--- src/kta_pkg.sv ---
// Package with the shared widths, command and status codes and transaction types of the table.
package kta_pkg;

    localparam int CMD_W       = 2;
    localparam int KEY_W       = 16;
    localparam int TAG_W       = 16;
    localparam int STATUS_W    = 3;
    localparam int SLOT_W      = 7;
    localparam int ENTRIES_DEF = 64;

    localparam logic [CMD_W-1:0] CMD_REG  = 2'd0;
    localparam logic [CMD_W-1:0] CMD_FIND = 2'd1;
    localparam logic [CMD_W-1:0] CMD_DEL  = 2'd2;
    localparam logic [CMD_W-1:0] CMD_CLR  = 2'd3;

    localparam logic [STATUS_W-1:0] ST_OK       = 3'd0;
    localparam logic [STATUS_W-1:0] ST_DUP      = 3'd1;
    localparam logic [STATUS_W-1:0] ST_FULL     = 3'd2;
    localparam logic [STATUS_W-1:0] ST_NOTFOUND = 3'd3;
    localparam logic [STATUS_W-1:0] ST_ZERO     = 3'd4;

    // A command as it travels down the row of cells, with the search flags gathered so far.
    typedef struct packed {
        logic             vld;
        logic [CMD_W-1:0] cmd;
        logic [KEY_W-1:0] key;
        logic [TAG_W-1:0] tag;
        logic             zero;
        logic             dup;
        logic             free_vld;
        logic             hit_vld;
        logic [KEY_W-1:0] hit_key;
    } pkt_t;

    // Deferred write of a new entry, issued when a register command leaves the row.
    typedef struct packed {
        logic             en;
        logic [KEY_W-1:0] key;
        logic [TAG_W-1:0] tag;
    } wr_t;

    typedef struct packed {
        logic [STATUS_W-1:0] status;
        logic [SLOT_W-1:0]   slot;
        logic [KEY_W-1:0]    found_key;
    } res_t;

endpackage

--- src/kta_cell.sv ---
// One slot of the table: holds a key and tag pair and processes a passing transaction.
module kta_cell #(
    parameter int ENTRIES  = kta_pkg::ENTRIES_DEF,
    parameter int CELL_IDX = 0
) (
    input  logic                         clk,
    input  logic                         rst_n,
    input  kta_pkg::pkt_t                pkt_in,
    input  logic [$clog2(ENTRIES)-1:0]   free_pos_in,
    input  logic [$clog2(ENTRIES)-1:0]   hit_pos_in,
    input  kta_pkg::wr_t                 wr,
    input  logic [$clog2(ENTRIES)-1:0]   wr_pos,
    output kta_pkg::pkt_t                pkt_out,
    output logic [$clog2(ENTRIES)-1:0]   free_pos_out,
    output logic [$clog2(ENTRIES)-1:0]   hit_pos_out
);
    import kta_pkg::*;

    localparam int IDX_W = $clog2(ENTRIES);
    localparam logic [IDX_W-1:0] OWN = IDX_W'(CELL_IDX);

    logic [KEY_W-1:0] key_reg, key_next;
    logic [TAG_W-1:0] tag_reg, tag_next;
    pkt_t             pkt_reg, pkt_next;
    logic [IDX_W-1:0] free_pos_reg, free_pos_next;
    logic [IDX_W-1:0] hit_pos_reg, hit_pos_next;

    always_comb
    begin
        pkt_next      = pkt_in;
        free_pos_next = free_pos_in;
        hit_pos_next  = hit_pos_in;
        key_next      = key_reg;
        tag_next      = tag_reg;
        if (pkt_in.vld && !pkt_in.zero)
        begin
            unique case (pkt_in.cmd)
                CMD_REG:
                begin
                    if (key_reg == pkt_in.key)
                    begin
                        pkt_next.dup = 1'b1;
                    end
                    if (!pkt_in.free_vld && key_reg == '0)
                    begin
                        pkt_next.free_vld = 1'b1;
                        free_pos_next     = OWN;
                    end
                end
                CMD_FIND:
                begin
                    if (!pkt_in.hit_vld && tag_reg == pkt_in.tag)
                    begin
                        pkt_next.hit_vld = 1'b1;
                        pkt_next.hit_key = key_reg;
                        hit_pos_next     = OWN;
                    end
                end
                CMD_DEL:
                begin
                    if (!pkt_in.hit_vld && key_reg == pkt_in.key)
                    begin
                        pkt_next.hit_vld = 1'b1;
                        hit_pos_next     = OWN;
                        key_next         = '0;
                        tag_next         = '0;
                    end
                end
                CMD_CLR:
                begin
                    key_next = '0;
                    tag_next = '0;
                end
            endcase
        end
        if (wr.en && wr_pos == OWN)
        begin
            key_next = wr.key;
            tag_next = wr.tag;
        end
    end

    always_ff @(posedge clk or negedge rst_n)
    begin
        if (!rst_n)
        begin
            key_reg <= '0;
            tag_reg <= '0;
            pkt_reg <= '0;
        end
        else
        begin
            key_reg <= key_next;
            tag_reg <= tag_next;
            pkt_reg <= pkt_next;
        end
    end

    always_ff @(posedge clk)
    begin
        free_pos_reg <= free_pos_next;
        hit_pos_reg  <= hit_pos_next;
    end

    assign pkt_out      = pkt_reg;
    assign free_pos_out = free_pos_reg;
    assign hit_pos_out  = hit_pos_reg;

endmodule
--- config.mk ---
export PLATFORM = sky130hd
export DESIGN_NAME = kta_cell
export DESIGN_NICKNAME = d
export VERILOG_FILES = /design/src/kta_pkg.sv /design/src/kta_cell.sv
export SDC_FILE = /design/constraint.sdc
export NUM_CORES = 1
export LEC_CHECK = 0
export ABC_AREA = 0
export BUFFER_PORTS_ARGS = -buffer_cell sky130_fd_sc_hd__clkbuf_2
export CORE_MARGIN = 1.5
export CORE_UTILIZATION = 46
export CTS_BUF_LIST = sky130_fd_sc_hd__clkbuf_16
export CTS_CLUSTER_DIAMETER = 150
export DETAILED_ROUTE_END_ITERATION = 16
export PLACE_DENSITY = 0.78
export SETUP_SLACK_MARGIN = 0.15
export SYNTH_ARGS = -nofsm -noshare
export SYNTH_HDL_FRONTEND = slang
export SYNTH_SLANG_ARGS = --single-unit
--- constraint.sdc ---
create_clock -name clk -period 2.3 [get_ports clk]
set_input_delay 0.115 -clock clk [delete_from_list [all_inputs] [get_ports clk]]
set_output_delay 0.115 -clock clk [all_outputs]
set_load 0.005 [all_outputs]
==> results.txt <==
----------------------------------------------------
[Outcome]
  Run status ... finished, final reports clean

[Critical path]
  Type of the worst setup path ... input pin to flop
  Crit-path max FO ... 16
  Critical Path RT ... 2.52 ns
  Critical path data arrival time ... 2.29 ns
  Worst setup SP type ... input pin
  Endpoint type of the worst setup path ... flop

[Logic synthesis]
  Unique cell type count in the Yosys netlist ... 26
  Mean cell area of the mapped netlist ... 13.37 µm²
  Post-Synthesis Net Count ... 397
  Part of the Yosys area used for sequential elements ... 0.6345
  Yosys Warn Count ... 0
  Netlist area before placement ... 0.003810 mm²
  Flip-flop and latch count after synthesis ... 99
  Number of instances in the synthesized netlist ... 285

[Detailed routing]
  Average via count per standard cell ... 5.016
  Final WL ... 10460 µm
  1st-iter DRT viols ... 143
  DRC violation count after routing ... 0
  Total via count after detailed routing ... 3160
  Wire length per cell after detailed routing ... 16.60 µm
  First-pass DRT Iterations ... 4
  Number of antenna-violating nets in the routed design ... 0

[Clock network]
  CTS tree ... done
  Root buffer selected by CTS ... clkbuf_16
  Clock-pin slew of the registers on the worst-case setup and hold paths ... 0.06 ns
  Worst-case clock buffer depth ... 2
  Number of levels the H-tree was split into ... 3
  TritonCTS buffer count ... 9
  Source-to-sink clock delay at the later pin of the worst-skew pair ... 0.34 ns
  # clock sinks ... 99

[Placement]
  Count of port buffers added during placement ... 174
  HPWL after detailed placement ... 6855 µm
  Gpl congestion ... 0.8128
  Post-placement cell area ... 0.004877 mm²

[Floorplanning]
  Floorplan die area ... 0.008837 mm²
  Initial core utilization ... 0.4684
  Row count ... 33
  Die Wd ... 94.01 µm
  IO Pins ... 175
  Die height ... 94.01 µm
  Floorplan Core Area ... 0.008134 mm²

[GRT]
  First-pass GRT wire length ... 16130 µm
  Largest net degree at the start of global routing ... 53
  Total GRT Usage ... 0.2464
  Number of global-route vias before repair ... 3302
  Number of antenna violations at the first check in global routing ... 0
  Aggregate global routing overflow ... 0

[Job]
  Max-capacitance violation count ... 0

[Final layout]
  Share of post-route cells with drive strength above 1 ... 0.4267
  Largest register FFs ... 55
  Total non-filler cell area in the finished layout ... 0.005737 mm²
  Utilization after layout ... 0.7053
  Commonest cells after routing, fill and taps aside ... clkbuf_2, dfrtp_1, dlygate4sd3_1
  Area added between synthesis and finish ... 50.57%
  Final net count ... 632
  Leading cell type in the layout, fill and taps excluded ... clkbuf_2
  Number of diodes added for antenna fixing ... 0

[Timing]
  Max-slew violation count ... 0
  Final setup TNS ... 0 ns
  Max transition margin ... 0.6235
  Setup Skew ... 0.008282 ns
  Timing-limited maximum frequency ... 482.9 MHz
  Shortest period the worst path allows ... 2.071 ns
  Transition at the pin with the smallest max-transition slack ... 0.5569 ns
  RSZ-0062 raised after global routing ... no
  Final Hold Violating Endpoints ... 0
  Share of the cycle needed by the critical path after routing ... 0.9004
  # setup viols final ... 0

[Power and ir drop]
  Power Density ... 672.8 mW/mm²
  Leakage component of the power ... 3.125 nW
  Worst vdd rail ir drop ... 0.0004741 V

[Worst hold path]
  Hold WC Path Type ... input pin to flop

----------------------------------------------------
[final timing paths]
kind / from / endpoint / slack (ns) / cells after the start
min reg2reg: tag_reg[9] / tag_reg[9] / 0.58 / 2
min in group asynchronous: rst_n / tag_reg[0] / 0.28 / 2
max in group asynchronous: rst_n / key_reg[4] / 1.40 / 3
min: hit_pos_in[3] / hit_pos_out[3] / 0.003 / 3
max reg2reg: key_reg[12] / key_reg[13] / 0.24 / 6
max: pkt_in[31] / pkt_out[13] / 0.23 / 8
[routing by layer]
metal  vias up  share of wire  wire length, µm  track usage
li1       1470              -                -            -
met1      1537           0.39             4060       0.2930
met2       132           0.54             5606       0.4366
met3        21          0.054              562      0.05016
met4         0          0.022              231      0.09577
met5         -              0                0            0
[kinds of logic (layout without fill, tap and decap cells)]
logic type | count (synthesis) | in the layout | share of synthesized area
compound gates | 48 | 48 | 0.07159
mux | 48 | 48 | 0.1314
simple gates | 32 | 32 | 0.05123
xor+xnor | 32 | 32 | 0.07356
fa+ha+maj | 4 | 4 | 0.01314
buf+inv | 22 | 262 | 0.02463
flops | 99 | 99 | 0.6345
[power by group]
part / total [W] / internal (W) / leakage [nW] / switching (W)
combinational: 0.000472 / 0.000252 / 1.80 / 0.000220
sequential: 0.00187 / 0.00183 / 1.18 / 0.0000477
clock: 0.00151 / 0.000851 / 0.141 / 0.000663
total: 0.00386 / 0.00293 / 3.12 / 0.000931
[cells in the mapped netlist]
| master | n | share of area |
|---|---|---|
| dfrtp_1 | 87 | 0.57 |
| mux2_1 | 1 | 0.0030 |
| buf_1 | 3 | 0.0030 |
| a21o_1 | 1 | 0.0020 |
| nor4_1 | 13 | 0.021 |
| o31ai_1 | 1 | 0.0020 |
| nor3_1 | 1 | 0.0013 |
| clkbuf_1 | 6 | 0.0059 |
| nand3_1 | 1 | 0.0013 |
| buf_6 | 1 | 0.0030 |
| a21oi_1 | 33 | 0.043 |
| mux2i_1 | 32 | 0.084 |
| buf_2 | 3 | 0.0039 |
| dfxtp_1 | 12 | 0.063 |
| o21ai_0 | 5 | 0.0066 |
| nand2_1 | 6 | 0.0059 |
| nand4_1 | 2 | 0.0033 |
| a41oi_1 | 6 | 0.014 |
| xor2_1 | 32 | 0.074 |
| o21bai_1 | 2 | 0.0039 |
| nor3_4 | 1 | 0.0043 |
| mux2_2 | 15 | 0.044 |
| nor2b_1 | 7 | 0.011 |
| nor4b_1 | 1 | 0.0023 |
| ha_1 | 4 | 0.013 |
| inv_1 | 9 | 0.0089 |
[through the flow]
| stage | cells | hold slack, ns | worst slack [ns] | power, W |
|---|---|---|---|---|
| floorplan | 285 | -0.1806 | 0.3739 | 0.002039 |
| global placement | 560 | 0.1013 | 0.2439 | 0.002280 |
| detailed placement | 560 | 0.1044 | 0.1922 | 0.002293 |
| CTS | 626 | 0.001589 | 0.1539 | 0.003872 |
| global route | 630 | 0.004289 | 0.1475 | 0.004034 |
| finish | 630 | 0.003093 | 0.2290 | 0.003860 |
[cell type report]
| type | count | area [µm²] |
|---|---|---|
| Clock buffer | 9 | 225.2 |
| Tap cell | 105 | 131.4 |
| Inverter | 9 | 33.78 |
| Sequential cell | 99 | 2417 |
| Timing Repair Buffer | 237 | 1511 |
| Fill cell | 580 | 2397 |
| Clock inverter | 7 | 76.32 |
| Multi-Input combinational cell | 164 | 1341 |
[worst max-delay path, stage by stage]
cell and delay [ns]:
dlygate4sd3_1 0.57, clkbuf_2 0.14, xor2_1 0.17, nor4_2 0.31, nand4_1 0.24, nor3_4 0.21
buf_12 0.18, mux2_2 0.35
[timing repair]
| action | CTS | global route |
|---|---|---|
| hold buffers | 50 | 1 |
| setup endpoints to repair | 0 | 48 |
| resized for setup | 0 | 4 |
| hold endpoints to repair | 84 | 1 |
| buffers inserted | 0 | 3 |
(Power assumes the default switching activity.)
